## config.mk

```make
export PLATFORM = sky130hd
export DESIGN_NAME = ssf_radius
export DESIGN_NICKNAME = d
export VERILOG_FILES = /design/src/rtl/ssf_pkg.sv /design/src/rtl/ssf_radius.sv
export SDC_FILE = /design/constraint.sdc
export NUM_CORES = 1
export LEC_CHECK = 0
export BUFFER_PORTS_ARGS = -buffer_cell sky130_fd_sc_hd__buf_4
export CORE_AREA = 2 2 218 177
export CTS_BUF_LIST = sky130_fd_sc_hd__clkbuf_2
export CTS_CLUSTER_SIZE = 10
export DETAILED_ROUTE_END_ITERATION = 8
export DIE_AREA = 0 0 220 179
export PLACE_DENSITY = 0.78
export SETUP_SLACK_MARGIN = 0.3
export SYNTH_ARGS = -nofsm -noshare
export SYNTH_HDL_FRONTEND = slang
export SYNTH_SLANG_ARGS = --single-unit
```

## constraint.sdc

```tcl
create_clock -name clk -period 13.1 [get_ports clk]
set_input_delay 2.62 -clock clk [delete_from_list [all_inputs] [get_ports clk]]
set_output_delay 2.62 -clock clk [all_outputs]
set_load 0.02 [all_outputs]
```

## src/rtl/ssf_pkg.sv

```systemverilog
// ----------------------------------------------------------------------------
// ssf_pkg
// Shared widths, codes, types and saturation helpers for the stick
// snapback suppression filter.
// ----------------------------------------------------------------------------
package ssf_pkg;

	localparam int POS_W = 16;
	localparam int VEL_W = POS_W + 1;
	localparam int VF_W  = POS_W + 2;
	localparam int WT_W  = 17;
	localparam logic [WT_W-1:0] ONE_Q16 = 17'h10000;

	localparam logic [1:0] MODE_PASS  = 2'd0;
	localparam logic [1:0] MODE_PRED  = 2'd1;
	localparam logic [1:0] MODE_LP    = 2'd2;
	localparam logic [1:0] MODE_PASS3 = 2'd3;

	localparam int IDX_W = 3;
	localparam logic [IDX_W-1:0] REG_MODES   = 3'd0;
	localparam logic [IDX_W-1:0] REG_X_GAINS = 3'd1;
	localparam logic [IDX_W-1:0] REG_Y_GAINS = 3'd2;
	localparam logic [IDX_W-1:0] REG_RAD_SQ  = 3'd3;
	localparam logic [IDX_W-1:0] REG_VGAIN   = 3'd4;
	localparam logic [IDX_W-1:0] REG_AGAIN   = 3'd5;
	localparam int DATA_W = 48;

	// values common to both lanes for one item
	typedef struct packed {
		logic [WT_W-1:0] d2;
		logic [WT_W-1:0] d6;
		logic [23:0]     vgain;
		logic [23:0]     again;
	} ssf_shared_t;

	function automatic logic signed [POS_W-1:0] sat_pos(input logic signed [59:0] v);
		logic signed [59:0] hi;
		logic signed [59:0] lo;
		hi = 60'sd32767;
		lo = -60'sd32768;
		if (v > hi) begin
			return 16'sh7fff;
		end else if (v < lo) begin
			return 16'sh8000;
		end
		return v[POS_W-1:0];
	endfunction

	function automatic logic signed [VF_W-1:0] sat_vf(input logic signed [59:0] v);
		logic signed [59:0] hi;
		logic signed [59:0] lo;
		hi = 60'sd131071;
		lo = -60'sd131072;
		if (v > hi) begin
			return 18'sh1ffff;
		end else if (v < lo) begin
			return 18'sh20000;
		end
		return v[VF_W-1:0];
	endfunction

endpackage

```

## src/rtl/ssf_radius.sv

```systemverilog
// ----------------------------------------------------------------------------
// ssf_radius
// Radius weight d2 = min(r2, R<<16) / R by restoring division, then d2 cubed.
// ----------------------------------------------------------------------------
module ssf_radius import ssf_pkg::*; (
	input  logic                    clk,
	input  logic                    arst_n,
	input  logic                    start,
	input  logic signed [POS_W-1:0] x,
	input  logic signed [POS_W-1:0] y,
	input  logic [15:0]             rad_sq,
	output logic                    done,
	output logic [WT_W-1:0]         d2,
	output logic [WT_W-1:0]         d6
);

	typedef enum logic [2:0] {R_IDLE, R_SQX, R_SQY, R_DIV, R_D6A, R_D6B} rstate_t;

	rstate_t            state_q;
	logic               done_q;
	logic [4:0]         cnt_q;
	logic [31:0]        acc_q;
	logic [15:0]        rem_q;
	logic [WT_W-1:0]    d2_q;
	logic [WT_W-1:0]    d6_q;
	logic [WT_W-1:0]    tmp_q;
	logic [15:0]        rdiv;
	logic signed [17:0] op_a;
	logic signed [17:0] op_b;
	logic signed [35:0] prod;
	logic [32:0]        r2;
	logic [32:0]        rq;
	logic [17:0]        trial;

	assign rdiv = (rad_sq == 16'd0) ? 16'd1 : rad_sq;
	assign rq   = {1'b0, rdiv, 16'd0};

	always_comb begin
		op_a = '0;
		op_b = '0;
		unique case (state_q)
			R_SQX: begin
				op_a = 18'(x);
				op_b = 18'(x);
			end
			R_SQY: begin
				op_a = 18'(y);
				op_b = 18'(y);
			end
			R_D6A: begin
				op_a = $signed({1'b0, d2_q});
				op_b = $signed({1'b0, d2_q});
			end
			R_D6B: begin
				op_a = $signed({1'b0, tmp_q});
				op_b = $signed({1'b0, d2_q});
			end
			R_IDLE, R_DIV: begin
				op_a = '0;
				op_b = '0;
			end
		endcase
		prod  = op_a * op_b;
		r2    = {1'b0, acc_q} + {1'b0, prod[31:0]};
		trial = {1'b0, rem_q, acc_q[31]} - {2'b0, rdiv};
	end

	always_ff @(posedge clk or negedge arst_n) begin
		if (!arst_n) begin
			state_q <= R_IDLE;
			done_q  <= 1'b0;
			cnt_q   <= '0;
		end else begin
			done_q <= 1'b0;
			unique case (state_q)
				R_IDLE: if (start) state_q <= R_SQX;
				R_SQX:  state_q <= R_SQY;
				R_SQY: begin
					cnt_q   <= '0;
					state_q <= R_DIV;
				end
				R_DIV: begin
					cnt_q <= cnt_q + 5'd1;
					if (cnt_q == 5'd31) state_q <= R_D6A;
				end
				R_D6A:  state_q <= R_D6B;
				R_D6B: begin
					done_q  <= 1'b1;
					state_q <= R_IDLE;
				end
			endcase
		end
	end

	always_ff @(posedge clk) begin
		unique case (state_q)
			R_SQX: acc_q <= prod[31:0];
			R_SQY: begin
				acc_q <= (r2 > rq) ? rq[31:0] : r2[31:0];
				rem_q <= '0;
			end
			R_DIV: begin
				if (!trial[17]) begin
					rem_q <= trial[15:0];
					acc_q <= {acc_q[30:0], 1'b1};
				end else begin
					rem_q <= {rem_q[14:0], acc_q[31]};
					acc_q <= {acc_q[30:0], 1'b0};
				end
				if (cnt_q == 5'd31) d2_q <= (!trial[17]) ? {acc_q[15:0], 1'b1}
				                                          : {acc_q[15:0], 1'b0};
			end
			R_D6A: tmp_q <= prod[32:16];
			R_D6B: d6_q  <= prod[32:16];
			R_IDLE: begin
			end
		endcase
	end

	assign done = done_q;
	assign d2   = d2_q;
	assign d6   = d6_q;

endmodule

```

# Word level (Yosys, flattened, before mapping)
# Cells that the tools add are included.
# totals
regBits	108
out_inout_bits	35
input_bits	51
wordCells	43
# op_classes
n_reduce_logical	8
eq_ne	8
magnitude_cmp	1
n_addsub	3
mul	1
n_mux	14
# op_table
operator	n
$pmux 32 s3	1
$pmux 18 s5	1
$pmux 18 s4	1
$add 32x32->33	1
$gt 33x32->1	1
$mul 18x18->33	1
$mux 16	2
$mux 32	1
$pmux 16 s2	1
$pmux 3 s6	1
$sub 17x16->18	1
$logic_not 16->1	1
$pmux 5 s2	1
$eq 3x2->1 const B	2
$eq 3x3->1 const B	2
$mux 3	2
$add 5x1->5 const B	1
$eq 5x5->1 const B	1
$ne 2x2->1 const B	2
$reduce_and 2->1	2
$reduce_or 2->1	2
$eq 3x1->1 const B	1
$logic_not 3->1	1
$mux 1	3
other kinds (2)	2

# Longest topological paths before layout
# depth
ltp_word	8
depth_mapped	52
ltp_nobuf	48

# Least setup slack after synthesis
# No wires, ideal clock.
# synth_timing
path_type	input port to flip-flop
from	input port x[0]
to	register acc_q[10] (data pin)
path_buffers	3
arrival_time_ns	12.294
path_stages	46
setup_time_ns	0.150
required_time_ns	12.950
slack_ns	0.656
path_cell_list	a222oi_1 clkbuf_1 clkbuf_1 nor2_1 fa_1 inv_1 fa_1 inv_1 ha_1 ha_1 ha_1 inv_1 fa_1 inv_1 ha_1 fa_1 a211oi_1 o21bai_1 (+10 left out) a21oi_1 a211oi_1 o41ai_2 o31a_1 a221o_1 a21oi_1 xnor2_1 ha_1 and4b_1 nand3_1 nor4_1 o2111ai_1 or4_4 nor4_4 nor2_4 or2_1 buf_6 o22ai_2
# synth_via
elab_chain_cells	6
word_cells_on_any_way	7
cone_classes	add/sub (1); mul (1); order compare (1); mux (4)
# synth_lines
element	line	rtl
start, declared	ssf_radius.sv:9	input logic signed [POS_W-1:0] x,
$pmux 18 s5 / $pmux 18 s4 (equally long branches)	ssf_radius.sv:41	unique case (state_q)
$mul 18x18->33 (*)	ssf_radius.sv:63	prod = op_a * op_b;
via prod[17]	ssf_radius.sv:30	logic signed [35:0] prod;
$add 32x32->33 (*)	ssf_radius.sv:64	r2 = {1'b0, acc_q} + {1'b0, prod[31:0]};
$gt 33x32->1 (*)	ssf_radius.sv:99	acc_q <= (r2 > rq) ? rq[31:0] : r2[31:0];
$mux 32 (*)	ssf_radius.sv:99	
$pmux 32 s3 (*)	ssf_radius.sv:96	unique case (state_q)
end signal, assigned	ssf_radius.sv:97	R_SQX: acc_q <= prod[31:0];
end signal, assigned	ssf_radius.sv:99	
end signal, assigned	ssf_radius.sv:105	acc_q <= {acc_q[30:0], 1'b1};
end, declared	ssf_radius.sv:22	logic [31:0] acc_q;
# The timed path passes the listed nets; every way through them passes the cells marked *.
# A chain may end at the register's enable or synchronous reset.

# Worst setup path after layout
# layout_timing
from	input port x[0]
to	register acc_q[6] (data pin)
# Same word-level chain as after synthesis.

==> results_dict.tcl <==
set metrics [dict create \
    status "finished clean" \
    clockBufferDepth 2 \
    relSlewSlack_pct 24.14 \
    clk_pin_slew_ns 0.34 \
    track_usage_pct 31.83 \
    skew_ns 0.05401 \
    core-area_sq_mm 0.03748 \
    power_leakage_nw 10.22 \
    hold_path.class "reg2reg" \
    crit_path_max_fanout 18 \
    wl_um 60700 \
    crit_type "in2reg" \
    grt-ovfl-total 0 \
    area_delta_synth_final_pct 13.02 \
    hold_violations 0 \
    cp.required_ns 13.69 \
    die-area_sq_mm 0.03938 \
    start_util_pct 51.95 \
    clk_latency_ns 0.74 \
    synth_async_sr_flop_share_pct 8.333 \
    dpl_worst_slack_ns -0.2576 \
    synth_area_sq_mm 0.01947 \
    drive_above_1_share_pct 13.66 \
    worst_path_largest_cell_delay_ns 0.59 \
    highest_layer "met4" \
    finalSetupTns_ns 0 \
    final_util_pct 58.71 \
    wl_met3_um 6716 \
    synth-edff-count 99 \
    gp_congestion 1.014 \
    netlist_top_cells_area "fa_1 (32%), edfxtp_1 (15%), ha_1 (10%)" \
    grt_first_pass_wirelength_um 94230 \
    die_w_um 220 \
    fmax_mhz 79.37 \
    synth.most_common_cell "inv_1" \
    detail_route.wl_per_cell_um 21.06 \
    drcViolationCount 0 \
    worst_pin_slew_ns 1.137 \
    vdd_ir_drop_max_uv 84.33 \
    yosys-top-cells-count "inv_1 (412), fa_1 (308), nor2_1 (270)" \
    ys_ff_latch 108 \
    via_per_inst 5.872 \
    dpl.hpwl_um 50740 \
    dp.cells 2865 \
    yosysUniqueCellTypes 81 \
    antenna_left 0 \
    layout.nets 2899 \
    crit_path_start_kind "input pin" \
    root_buffer "clkbuf_2" \
    cp-end-kind "flip-flop" \
    drv_slew 0 \
    setup_viol 0 \
    synth_warnings 0 \
    die_y_um 179 \
    h-tree-depth 3 \
    io_pins 86 \
    antenna_found_initial 0 \
    ys.flop_type "edfxtp_1" \
    num_antenna_cells 0 \
    fin_crit_sh_pct 96.18 \
    worst_path_max_delay_cell "fa_1" \
    cap_violations 0 \
    finalCriticalPeriod_ns 12.60 \
    tritoncts "done" \
    vias 16920 \
    fp-row-count 64 \
    pwr_density_cell_mw_per_mm2 72.42 \
    seq_area_frac_synth_pct 16.43 \
    synth_top_cell_by_area "fa_1" \
    avgSynthCellArea_sq_um 8.906 \
    grt_pass1_vias 16860 \
    rsz0062_at_grt "no" \
    r2r_cells 49 \
    drt_iter0_drc 1802 \
    wl_met1_um 24860 \
    cts_num_sinks 108 \
    yosysTopAreaCellShare_pct 31.67 \
    instances_no_fill 2882 \
    timing.final.ws_setup_ns 0.5005 \
    syn-instance-count 2186 \
    worstHoldPathCells 1 \
    numCtsBuffers 9 \
    drtPass1Iterations 6 \
    portBuffers 85 \
    crit_arrival_ns 13.19 \
    synth.net_count 2703 \
    worst_hold_slack_ns 0.5103 \
    grt_max_degree 63 \
    wl_met2_um 26650 \
]
report_power, final:
| part | switching (mW) | internal (mW) | total (mW) |
|---|---|---|---|
| Sequential | 0.0688 | 0.497 | 0.566 |
| Combinational | 0.479 | 0.365 | 0.844 |
| Clock | 0.136 | 0.0478 | 0.184 |
| Total | 0.684 | 0.910 | 1.59 |
per-stage QoR:
| step | cell area, sq um | power (mW) |
|---|---|---|
| after floorplan | 19470 | 1.108 |
| after global placement | 21840 | 1.361 |
| after detailed placement | 21840 | 1.389 |
| after CTS | 21960 | 1.571 |
| after global routing | 22000 | 1.692 |
| final | 22000 | 1.594 |
cell usage in the layout, fill, tap and decap left out, types with 5 or more instances in the layout:
cell type | netlist | layout
nand2b_1 | 25 | 25
a221o_1 | 9 | 9
and3_1 | 18 | 18
clkbuf_2 | 0 | 9
ha_1 | 158 | 157
a22oi_1 | 29 | 29
nor3_1 | 21 | 19
xnor2_1 | 48 | 48
mux2i_1 | 13 | 13
nor2b_1 | 12 | 12
xor2_1 | 24 | 24
nand2_1 | 207 | 207
o211ai_1 | 13 | 13
o221ai_1 | 21 | 21
o21a_1 | 33 | 33
or3_1 | 7 | 7
o31ai_1 | 5 | 5
o31a_1 | 5 | 5
o21ai_1 | 23 | 24
nand4_1 | 14 | 14
inv_1 | 412 | 412
a211oi_1 | 9 | 7
dfrtp_1 | 9 | 9
o2bb2ai_1 | 7 | 7
a31oi_1 | 11 | 11
and2_1 | 12 | 12
a21oi_1 | 88 | 88
o21ai_0 | 48 | 46
a21o_1 | 21 | 21
buf_4 | 0 | 268
a222oi_1 | 6 | 6
or2_2 | 5 | 5
fa_1 | 308 | 308
o21bai_1 | 7 | 7
nor2_1 | 270 | 269
nand3_1 | 28 | 28
edfxtp_1 | 99 | 99
nor4_1 | 8 | 7
final timing paths:
| check | slack [ns] | to | startpoint |
|---|---|---|---|
| hold / removal | 0.51 | cnt_q[3]$_DFFE_PN0N_ | cnt_q[3]$_DFFE_PN0N_ |
| hold reg to reg | 0.51 | cnt_q[3]$_DFFE_PN0N_ | cnt_q[3]$_DFFE_PN0N_ |
| max in group asynchronous | 11.25 | state_q[0]$_DFFE_PN0P_ | arst_n |
| setup reg to reg | 0.95 | acc_q[6]$_DFFE_PP_ | state_q[1]$_DFFE_PN0P_ |
| setup / recovery | 0.50 | acc_q[6]$_DFFE_PP_ | x[0] |
| min in group asynchronous | 1.65 | done$_DFF_PN0_ | arst_n |
worst max-delay path: cells and delay by family:
| family | cells | cell delay [ns] |
|---|---|---|
| compound gates | 15 | 3.22 |
| xor+xnor | 2 | 0.34 |
| buf+inv | 11 | 1.42 |
| simple gates | 9 | 1.70 |
| fa+ha+maj | 9 | 3.86 |
kinds of logic after synthesis:
group	count (synthesis)	synth area share, %
adders and majority gates	466	41.83
AOI/OAI and AO/OA	383	13.60
xor gates and xnor gates	72	3.239
buffers and inverters	502	9.762
muxes	15	0.7840
and+or+nand+nor	640	14.36
DFF	108	16.43
flip-flops by register name, summed over array words and instances, names as in the netlist:
signal,cells
acc_q,32
d2,17
d6,17
tmp_q,17
rem_q,16
cnt_q,5
state_q,3
done,1
area by class of cell:
type	count	area [sq um]
fillers	3292	15470
multi-input cells	1576	14420
flip-flops and latches	108	3198
repair buffers	272	2083
inverters	415	1558
well taps	495	619.3
clock inverters	7	80.08
clock buffers	9	45.04
routing by layer:
metal | vias to the layer above | track usage, %
li1 | 7501 | -
met1 | 8392 | 44.57
met2 | 904 | 48.24
met3 | 127 | 7.651
met4 | 0 | 11.58
met5 | - | 0
timing repair:
action                                  4_1_cts  5_1_grt
buffers inserted                              0        1
endpoints found under the setup margin        0       32
resized for setup                             0        9
hold buffers                                  0        0
No activity file was read; power rests on OpenSTA's default activity.
