File: src/rtl/ssf_pkg.sv
// ----------------------------------------------------------------------------
// ssf_pkg
// Shared widths, codes, types and saturation helpers for the stick
// snapback suppression filter.
// ----------------------------------------------------------------------------
package ssf_pkg;

	localparam int POS_W = 16;
	localparam int VEL_W = POS_W + 1;
	localparam int VF_W  = POS_W + 2;
	localparam int WT_W  = 17;
	localparam logic [WT_W-1:0] ONE_Q16 = 17'h10000;

	localparam logic [1:0] MODE_PASS  = 2'd0;
	localparam logic [1:0] MODE_PRED  = 2'd1;
	localparam logic [1:0] MODE_LP    = 2'd2;
	localparam logic [1:0] MODE_PASS3 = 2'd3;

	localparam int IDX_W = 3;
	localparam logic [IDX_W-1:0] REG_MODES   = 3'd0;
	localparam logic [IDX_W-1:0] REG_X_GAINS = 3'd1;
	localparam logic [IDX_W-1:0] REG_Y_GAINS = 3'd2;
	localparam logic [IDX_W-1:0] REG_RAD_SQ  = 3'd3;
	localparam logic [IDX_W-1:0] REG_VGAIN   = 3'd4;
	localparam logic [IDX_W-1:0] REG_AGAIN   = 3'd5;
	localparam int DATA_W = 48;

	// values common to both lanes for one item
	typedef struct packed {
		logic [WT_W-1:0] d2;
		logic [WT_W-1:0] d6;
		logic [23:0]     vgain;
		logic [23:0]     again;
	} ssf_shared_t;

	function automatic logic signed [POS_W-1:0] sat_pos(input logic signed [59:0] v);
		logic signed [59:0] hi;
		logic signed [59:0] lo;
		hi = 60'sd32767;
		lo = -60'sd32768;
		if (v > hi) begin
			return 16'sh7fff;
		end else if (v < lo) begin
			return 16'sh8000;
		end
		return v[POS_W-1:0];
	endfunction

	function automatic logic signed [VF_W-1:0] sat_vf(input logic signed [59:0] v);
		logic signed [59:0] hi;
		logic signed [59:0] lo;
		hi = 60'sd131071;
		lo = -60'sd131072;
		if (v > hi) begin
			return 18'sh1ffff;
		end else if (v < lo) begin
			return 18'sh20000;
		end
		return v[VF_W-1:0];
	endfunction

endpackage

File: src/rtl/ssf_lane.sv
// ----------------------------------------------------------------------------
// ssf_lane
// One axis of the filter: penalties, weight, predictive or low-pass value
// and the final blend, one product per cycle; pass modes return the sample unchanged.
// ----------------------------------------------------------------------------
module ssf_lane import ssf_pkg::*; (
	input  logic                    clk,
	input  logic                    arst_n,
	input  logic                    start,
	input  logic [1:0]              mode,
	input  logic [47:0]             gains,
	input  ssf_shared_t             shared,
	input  logic signed [POS_W-1:0] x,
	output logic                    done,
	output logic signed [POS_W-1:0] res
);

	typedef enum logic [1:0] {L_IDLE, L_RUN, L_DONE} lstate_t;
	typedef enum logic [3:0] {
		SQ_SM, PEN_V_LO, PEN_V_HI, SQ_AC, PEN_A_LO, PEN_A_HI, MIX_A, MIX_B,
		VF_A, VF_LO, VF_HI, PRED, OUT_A, OUT_B
	} step_t;

	lstate_t                 state_q;
	step_t                   step_q;
	logic [1:0]              mode_q;
	logic signed [POS_W-1:0] pos_q;
	logic signed [VEL_W-1:0] pvel_q;
	logic signed [VF_W-1:0]  vf_q;
	logic signed [POS_W-1:0] out_q;
	logic signed [POS_W-1:0] res_q;

	logic signed [VEL_W-1:0] cvel_q;
	logic signed [VF_W-1:0]  sm_q;
	logic signed [VF_W-1:0]  ac_q;
	logic [34:0]             m2_q;
	logic [41:0]             plo_q;
	logic [WT_W-1:0]         penv_q;
	logic [WT_W-1:0]         w1_q;
	logic signed [43:0]      t_q;
	logic signed [35:0]      a1_q;
	logic [35:0]             klo_q;
	logic signed [18:0]      oth_q;

	logic [15:0]             decay;
	logic [15:0]             pf;
	logic [15:0]             damp;
	logic [WT_W-1:0]         ndecay;
	logic [WT_W-1:0]         ndamp;
	logic [WT_W-1:0]         nd2;
	logic [WT_W-1:0]         w2;
	logic signed [18:0]      op_a;
	logic signed [24:0]      op_b;
	logic signed [43:0]      prod;
	logic signed [VEL_W-1:0] cv;
	logic signed [VEL_W-1:0] diff;
	logic [59:0]             pen_full;
	logic [WT_W-1:0]         pa;
	logic [WT_W-1:0]         pv;
	logic [17:0]             pen_sum;
	logic [WT_W-1:0]         wpen;
	logic [WT_W-1:0]         w1_n;
	logic signed [59:0]      e_t;
	logic signed [59:0]      e_p;
	logic signed [59:0]      acc;
	logic signed [59:0]      blend;
	logic signed [59:0]      pred;
	logic                    pass;

	assign decay  = gains[15:0];
	assign pf     = gains[31:16];
	assign damp   = gains[47:32];
	assign ndecay = ONE_Q16 - {1'b0, decay};
	assign ndamp  = ONE_Q16 - {1'b0, damp};
	assign nd2    = ONE_Q16 - shared.d2;
	assign w2     = ONE_Q16 - w1_q;
	assign cv     = VEL_W'(x) - VEL_W'(pos_q);
	assign diff   = VEL_W'(pos_q) - VEL_W'(out_q);
	assign pass   = (mode == MODE_PASS) || (mode == MODE_PASS3);

	always_comb begin
		op_a = '0;
		op_b = '0;
		unique case (step_q)
			SQ_SM: begin
				op_a = 19'(sm_q);
				op_b = 25'(sm_q);
			end
			PEN_V_LO: begin
				op_a = $signed({1'b0, m2_q[17:0]});
				op_b = $signed({1'b0, shared.vgain});
			end
			PEN_V_HI: begin
				op_a = $signed({2'b0, m2_q[34:18]});
				op_b = $signed({1'b0, shared.vgain});
			end
			SQ_AC: begin
				op_a = 19'(ac_q);
				op_b = 25'(ac_q);
			end
			PEN_A_LO: begin
				op_a = $signed({1'b0, m2_q[17:0]});
				op_b = $signed({1'b0, shared.again});
			end
			PEN_A_HI: begin
				op_a = $signed({2'b0, m2_q[34:18]});
				op_b = $signed({1'b0, shared.again});
			end
			MIX_A: begin
				if (mode_q == MODE_PRED) begin
					op_a = $signed({2'b0, shared.d2});
					op_b = 25'(cvel_q);
				end else begin
					op_a = 19'(out_q);
					op_b = $signed({9'b0, damp});
				end
			end
			MIX_B: begin
				if (mode_q == MODE_PRED) begin
					op_a = 19'(diff);
					op_b = $signed({9'b0, pf});
				end else begin
					op_a = 19'(x);
					op_b = $signed({8'b0, ndamp});
				end
			end
			VF_A: begin
				op_a = 19'(vf_q);
				op_b = $signed({8'b0, ndecay});
			end
			VF_LO: begin
				op_a = $signed({1'b0, a1_q[17:0]});
				op_b = $signed({8'b0, nd2});
			end
			VF_HI: begin
				op_a = 19'($signed(a1_q[35:18]));
				op_b = $signed({8'b0, nd2});
			end
			PRED: begin
				op_a = 19'(vf_q);
				op_b = $signed({8'b0, ndamp});
			end
			OUT_A: begin
				op_a = 19'(x);
				op_b = $signed({8'b0, w1_q});
			end
			OUT_B: begin
				op_a = oth_q;
				op_b = $signed({8'b0, w2});
			end
			default: begin
				op_a = '0;
				op_b = '0;
			end
		endcase
		prod = op_a * op_b;

		// wide square times gain from two partial products
		pen_full = ({19'd0, prod[40:0]} << 18) + {18'd0, plo_q};
		pv = (pen_full[59:26] > 34'(ONE_Q16)) ? ONE_Q16 : pen_full[42:26];
		pa = (pen_full[59:24] > 36'(ONE_Q16)) ? ONE_Q16 : pen_full[40:24];
		pen_sum = {1'b0, penv_q} + {1'b0, pa};
		wpen = (pen_sum > 18'(ONE_Q16)) ? '0 : ONE_Q16 - pen_sum[WT_W-1:0];
		w1_n = (shared.d6 > wpen) ? shared.d6 : wpen;

		e_t   = 60'(t_q);
		e_p   = 60'(prod);
		acc   = (e_t <<< 16) + (e_p <<< 18) + $signed({24'd0, klo_q});
		blend = (e_t + e_p) >>> 16;
		pred  = 60'(out_q) + (e_p >>> 16);
	end

	always_ff @(posedge clk or negedge arst_n) begin
		if (!arst_n) begin
			state_q <= L_IDLE;
			step_q  <= SQ_SM;
			mode_q  <= MODE_PASS;
			pos_q   <= '0;
			pvel_q  <= '0;
			vf_q    <= '0;
			out_q   <= '0;
			res_q   <= '0;
		end else begin
			unique case (state_q)
				L_IDLE, L_DONE: begin
					if (start) begin
						mode_q <= mode;
						if (pass) begin
							pos_q   <= x;
							pvel_q  <= cv;
							out_q   <= x;
							res_q   <= x;
							state_q <= L_DONE;
						end else begin
							step_q  <= SQ_SM;
							state_q <= L_RUN;
						end
					end
				end
				L_RUN: begin
					if (step_q == VF_HI) vf_q <= sat_vf(acc >>> 32);
					if (step_q == OUT_B) begin
						res_q   <= sat_pos(blend);
						out_q   <= sat_pos(blend);
						pos_q   <= x;
						pvel_q  <= cvel_q;
						state_q <= L_DONE;
					end else if (step_q == MIX_B && mode_q != MODE_PRED) begin
						step_q <= OUT_A;
					end else begin
						step_q <= step_t'(step_q + 4'd1);
					end
				end
				default: state_q <= L_IDLE;
			endcase
		end
	end

	always_ff @(posedge clk) begin
		if (start && (state_q != L_RUN)) begin
			cvel_q <= cv;
			sm_q   <= VF_W'(cv) + VF_W'(pvel_q);
			ac_q   <= VF_W'(cv) - VF_W'(pvel_q);
		end
		if (state_q == L_RUN) begin
			unique case (step_q)
				SQ_SM, SQ_AC:       m2_q <= prod[34:0];
				PEN_V_LO, PEN_A_LO: plo_q <= prod[41:0];
				PEN_V_HI:           penv_q <= pv;
				PEN_A_HI:           w1_q <= w1_n;
				MIX_A, OUT_A:       t_q <= prod;
				MIX_B: begin
					if (mode_q == MODE_PRED) t_q <= t_q + prod;
					else                     oth_q <= blend[18:0];
				end
				VF_A:  a1_q  <= prod[35:0];
				VF_LO: klo_q <= prod[35:0];
				PRED:  oth_q <= pred[18:0];
				VF_HI, OUT_B: begin
				end
				default: begin
				end
			endcase
		end
	end

	assign done = (state_q == L_DONE);
	assign res  = res_q;

endmodule

File: config.mk
export PLATFORM = sky130hd
export DESIGN_NAME = ssf_lane
export DESIGN_NICKNAME = d
export VERILOG_FILES = /design/src/rtl/ssf_pkg.sv /design/src/rtl/ssf_lane.sv
export SDC_FILE = /design/constraint.sdc
export NUM_CORES = 2
export LEC_CHECK = 0
export BUFFER_PORTS_ARGS = -buffer_cell sky130_fd_sc_hd__buf_4
export CAP_MARGIN = 20
export CORE_MARGIN = 2
export CORE_UTILIZATION = 65
export CTS_CLUSTER_DIAMETER = 150
export DETAILED_ROUTE_END_ITERATION = 6
export PLACE_DENSITY = 0.83
export SETUP_SLACK_MARGIN = 0.05
export SLEW_MARGIN = 10
export SYNTH_ARGS = -nofsm -noshare
export SYNTH_HDL_FRONTEND = slang
export SYNTH_SLANG_ARGS = --single-unit
File: constraint.sdc
create_clock -name clk -period 20.8 [get_ports clk]
set_input_delay 4.16 -clock clk [delete_from_list [all_inputs] [get_ports clk]]
set_output_delay 4.16 -clock clk [all_outputs]
set_load 0.02 [all_outputs]
## Word-level counts from Yosys, hierarchy flattened

Index checks and enable logic that the tools add are counted.

- Flip-flop bits (word level): 374
- Input bits: 151

- $add $sub $neg: 17
- Multipliers: 1
- Magnitude comparators: 8
- Equal/unequal tests: 26
- Muxes and demuxes: 46
- Reduce and logical (&&, ||, !) cells: 31

Operators by type and width:

| kind | count |
|---|---|
| 25-bit one-hot mux with 11 select lines | 1 |
| 19-bit one-hot mux with 11 select lines | 1 |
| 17-bit two-way mux | 7 |
| 16-bit two-way mux | 7 |
| 44-bit one-hot mux with 2 select lines | 1 |
| 16-bit one-hot mux with 2 select lines | 2 |
| 59-bit by 42-bit adder with 60-bit output | 1 |
| 60-bit by 37-bit adder with 60-bit output | 1 |
| 60-bit adder | 1 |
| 19-bit two-way mux | 3 |
| 18-bit two-way mux | 3 |
| 17-bit subtractor (first input constant) | 3 |
| 44-bit by 44-bit adder with 45-bit output | 1 |
| 44-bit adder | 1 |
| 19-bit by 25-bit multiplier with 44-bit output | 1 |
| 44-bit two-way mux | 1 |
| 19-bit one-hot mux with 2 select lines | 1 |
| 17-bit by 17-bit adder with 18-bit output | 2 |
| 36-bit by 17-bit > comparator with 1-bit output (second input constant) | 1 |
| 34-bit by 17-bit > comparator with 1-bit output (second input constant) | 1 |
| 17-bit one-hot mux with 2 select lines | 1 |
| 16-bit by 16-bit subtractor with 17-bit output | 2 |
| 17-bit by 16-bit subtractor with 17-bit output (first input constant) | 2 |
| 29-bit by 16-bit > comparator with 1-bit output (second input constant) | 1 |
| 31 further kinds | 83 |

## Longest topological paths before layout

- Depth after elaboration: 13
- Depth in mapped cells: 76
- Depth with buffers taken out: 72

## Worst setup path after synthesis

Ideal clock, no wire load.

- Path kind: input to register
- Start: in gains[5]
- End: reg w1_q[10], data pin
- Setup time: 0.278 ns
- Data arrival time: 19.456 ns
- Path slack: 1.066 ns
- Stages on the path: 65
- Path buffers: 4
- Cell sequence: or3_1 -> a22oi_1 -> and4_1 -> nor4b_1 -> nand3_1 -> nor2_1 -> nor4b_1 -> xor2_1 -> o21ai_1 -> clkbuf_1 -> nand2_1 -> fa_1 -> inv_1 -> fa_1 -> inv_1 -> fa_1 -> inv_1 -> fa_1 -> (+29 left out) -> nand3b_1 -> nand4bb_1 -> a21oi_1 -> clkbuf_1 -> nand2_1 -> ha_1 -> o21a_1 -> o21a_1 -> o21a_1 -> o21a_1 -> o21a_1 -> o21a_1 -> o21a_1 -> o211ai_1 -> a211oi_1 -> a2bb2oi_1 -> clkbuf_1 -> mux2i_1

- Word-level cells in the longest chain between the ends: 11
- Elaborated cells on any way between the ends: 12

RTL lines:

| element | line | RTL |
|---|---|---|
| start: declaration | ssf_lane.sv:11 | `input logic [47:0] gains,` |
| 17-bit by 16-bit subtractor with 17-bit output (*) | ssf_lane.sv:73 | `assign ndecay = ONE_Q16 - {1'b0, decay};` |
| 25-bit one-hot mux with 11 select lines (*) | ssf_lane.sv:84 | `unique case (step_q)` |
| 19-bit by 25-bit multiplier with 44-bit output (*) | ssf_lane.sv:156 | `prod = op_a * op_b;` |
| named net prod[23] | ssf_lane.sv:54 | `logic signed [43:0] prod;` |
| 59-bit by 42-bit adder with 60-bit output (*) | ssf_lane.sv:159 | `pen_full = ({19'd0, prod[40:0]} << 18) + {18'd0, plo_q};` |
| 36-bit by 17-bit > comparator with 1-bit output (*) | ssf_lane.sv:161 | `pa = (pen_full[59:24] > 36'(ONE_Q16)) ? ONE_Q16 : pen_full[40:24];` |
| 17-bit two-way mux (*) | ssf_lane.sv:161 |  |
| 17-bit by 17-bit adder with 18-bit output (*) | ssf_lane.sv:162 | `pen_sum = {1'b0, penv_q} + {1'b0, pa};` |
| 17-bit subtractor / 18-bit by 17-bit > comparator with 1-bit output (equally long branches) | ssf_lane.sv:163 | `wpen = (pen_sum > 18'(ONE_Q16)) ? '0 : ONE_Q16 - pen_sum[WT_W-1:0];` |
| 17-bit two-way mux (*) | ssf_lane.sv:163 |  |
| 17-bit > comparator | ssf_lane.sv:164 | `w1_n = (shared.d6 > wpen) ? shared.d6 : wpen;` |
| 17-bit two-way mux (*) | ssf_lane.sv:164 |  |
| named net w1_n[10] | ssf_lane.sv:62 | `logic [WT_W-1:0] w1_n;` |
| end signal: assignment | ssf_lane.sv:230 | `PEN_A_HI: w1_q <= w1_n;` |
| end: declaration | ssf_lane.sv:39 | `logic [WT_W-1:0] w1_q;` |

Mark *: on every way through the listed nets, which the timed path passes. The rest lies on a longest branch.
A chain may end at the register's enable or synchronous reset.

## Worst setup path in the final report

- Start: in shared[72] (netlist name)
- End: reg w1_q[0], data pin

- Word-level cells in the longest chain between the ends: 11
- Elaborated cells on any way between the ends: 14

RTL lines:

| element | line | RTL |
|---|---|---|
| start: declaration | ssf_lane.sv:12 | `input ssf_shared_t shared,` |
| 17-bit subtractor / 19-bit two-way mux (equally long branches) | ssf_lane.sv:75, ssf_lane.sv:110 |  |
| 25-bit one-hot mux with 11 select lines / 19-bit one-hot mux with 11 select lines (equally long branches) | ssf_lane.sv:84 |  |
| 19-bit by 25-bit multiplier with 44-bit output (*) | ssf_lane.sv:156 |  |
| named net prod[16] | ssf_lane.sv:54 |  |
| 59-bit by 42-bit adder with 60-bit output (*) | ssf_lane.sv:159 |  |
| 36-bit by 17-bit > comparator with 1-bit output | ssf_lane.sv:161 |  |
| 17-bit two-way mux (*) | ssf_lane.sv:161 |  |
| 17-bit by 17-bit adder with 18-bit output (*) | ssf_lane.sv:162 |  |
| 17-bit subtractor / 18-bit by 17-bit > comparator with 1-bit output (equally long branches) | ssf_lane.sv:163 |  |
| 17-bit two-way mux (*) | ssf_lane.sv:163 |  |
| 17-bit > comparator | ssf_lane.sv:164 |  |
| 17-bit two-way mux (*) | ssf_lane.sv:164 |  |
| named net w1_n[0] | ssf_lane.sv:62 |  |

Marked as above.

==> run metrics <==
Net Count, Synth 5981; crit path from shared[72]; Critical R2R Launch step_q[3]; Yosys Warn Count 0; number of iterations in the first detailed-routing pass 7; top_reg_cell synth edfxtp_1; layout cell share with drive strength beyond 1 0.0886; Residual DRC 0; R2R cell count 66; ys async rst share 0.221; Final Skew 0.0436 ns; Num CTS Buffers 40; Final Max Slew Viols 0; Achievable Freq 0.0505 GHz; antenna violations before repair 6; wire per inst 24.8 um; commonest non-fill, non-tap cell in the layout inv_1; largest net degree at the start of global routing 82; CP Class in -> reg; Synth cell types 84; post-synthesis cell count 4952; CP most frequent cell o21a_1; clk slew on worst S/H paths 0.06 ns; initial DRC count 4951; setup TNS 0 ns; Filler Cell Count 5097; most frequent cells in the layout 766 x inv_1, 617 x nand2_1, 496 x fa_1; Initial Util 0.658; vias in the first global route 38600; GP Congestion 1.06; H-tree Lvls 2; CP Launch Type input pin; Post-Route WL 149000 um; CTS max path bufs 3; Yosys reg bits 339; Hold Path Sink pvel_q[4]; Hold Fails Final Rpt 0; area grow syn2layout 9.54%; Core Box Area 67400 um^2; Die W 265 um; R2R Path End w1_q[0]; MaxCap Viol Count 0; Synth Cell Area 44400 um^2; Hold Path Class reg -> reg; Crit. End Element flip-flop; post-CTS setup buffers 0; status completed; via count 39000; reg2reg setup slack 2.47 ns; Rows 95; clk sinks 339; slowest stage delay, CP 0.61 ns; Slew HR 0.241; arrival time worst endpoint 20.16 ns; clock latency at the later pin of the worst-skew pair 0.61 ns; root cell of the clock tree clkbuf_16; CP max stage cell or4_1; Worst-Margin Slew 1.14 ns; Routed Antenna Nets 0; Reg area 9800 um^2; hold depth 2; grt ovf 0; DIE AREA 70400 um^2; global-route usage over all layers 0.430; cts hold-fix bufs 0; Die Y 265 um; Post-synth EDFFs 264; final net count 6133; worst path required time 21.16 ns; multi-input logic area 31100 um^2; dpl hpwl 118000 um; RSZ-0062 raised after global routing false; period utilisation layout 0.952; Final setup violation count 0; DR vias/cell 6.49; Tmin final 19.79 ns; sequential element share of the synthesized area 0.221; first-pass GRT wire length 229000 um; TritonCTS clock tree built; IO Pins 168; IO buf count 167; HP Start pvel_q[4]; Critical Path Fanout Max 19; Mean Syn Cell Area 8.96 um^2
==> synth_stat cells, types with 9 or more instances <==
master	count	area (um^2)
xnor2_1	146	1280
a21boi_0	9	67.6
o21ai_0	199	996
nor3b_1	16	120
a21o_1	73	548
o2111ai_1	15	131
a221oi_1	16	140
o22ai_1	31	194
o21ai_1	10	50.1
and4_1	12	105
a221o_1	11	110
o31ai_1	20	150
dfrtp_1	75	1880
o21bai_1	39	293
buf_1	13	48.8
or4_1	9	67.6
a22o_1	18	158
ha_1	382	4780
mux2i_1	55	551
and3_1	44	275
nand4_1	33	206
nor4_1	14	87.6
nor2_1	293	1100
nand2_1	618	2320
and2_1	91	569
nor3_1	89	445
nand3_1	87	435
mux2_2	20	225
or3_1	24	150
nand2b_1	36	225
a211oi_1	35	263
o211ai_1	31	233
nor2b_1	35	219
edfxtp_1	264	7930
a222oi_1	12	120
or2_2	16	100
clkbuf_1	168	631
a31oi_1	28	175
a21oi_1	264	1320
xor2_1	89	780
a22oi_1	69	518
inv_1	766	2880
a2111oi_0	12	105
fa_1	496	9930
o21a_1	30	225
==> area by class of cell <==
class,count,share of cell area
clock inverter,30,0.00813
clock buffer,43,0.0210
antenna,3,0.000154
inverter,766,0.0591
sequential,339,0.202
tap,873,0.0225
timing repair buffer,303,0.0471
multi-input combinational,3654,0.640
==> stage by stage <==
stage               hold slack, ns   util  area [um^2]  worst slack (ns)  cells
finish                       0.516  0.721        48600              1.01   6011
global route                 0.537  0.721        48600            0.0979   6008
CTS                          0.514  0.720        48500             0.969   6006
detailed placement           0.496  0.699        47100             0.412   5933
global placement             0.481  0.699        47100             0.258   5932
floorplan                    0.450      -        44400              1.07   4952
==> worst max-delay path, delay by kind of cell <==
kind / cells / cell delay (ns)
xor gates and xnor gates: 2 / 0.26
buffers and inverters: 10 / 1.17
and+or+nand+nor: 14 / 3.03
AOI/OAI and AO/OA: 28 / 6.52
adders and majority gates: 11 / 4.59
muxes: 1 / 0.38
==> repair_timing <==
action | CTS | global route
gates resized for setup | 0 | 6
endpoints found under the setup margin | 0 | 17
hold endpoints to repair | 0 | 0
==> worst max path at each step <==
stage          endpoint  cells past startpoint
2_1_floorplan  w1_q[10]                     65
3_3_place_gp    w1_q[0]                     65
3_5_place_dp    w1_q[0]                     66
4_1_cts         w1_q[0]                     66
5_1_grt         w1_q[0]                     66
6_report        w1_q[0]                     66
==> cells by family after synthesis <==
logic type / share of synthesized area
AND/OR/NAND/NOR: 0.152
AO/OA/AOI/OAI: 0.150
buffers and inverters: 0.0817
XOR/XNOR: 0.0469
multiplexers: 0.0175
flip-flops: 0.221
adder cells (fa/ha/maj): 0.331
==> layer usage <==
| metal | part of all wire | up-vias | track usage |
|---|---|---|---|
| met4 | 0.063 | 6 | 0.229 |
| li1 | - | 17000 | - |
| met3 | 0.14 | 571 | 0.129 |
| met5 | 0.00027 | - | 0 |
| met2 | 0.43 | 2760 | 0.646 |
| met1 | 0.37 | 18600 | 0.562 |
==> registers in the layout, summed over array words and instances, names as in the netlist <==
signal,flops
a1_q,36
ac_q,17
cvel_q,17
klo_q,20
m2_q,35
mode_q,2
oth_q,19
penv_q,17
plo_q,24
pos_q,16
pvel_q,17
res,16
sm_q,18
state_q,2
step_q,4
t_q,44
vf_q,18
w1_q,17
Power is not shown: default switching activity piles up to over one toggle a cycle in this logic, so the estimate is an artifact.
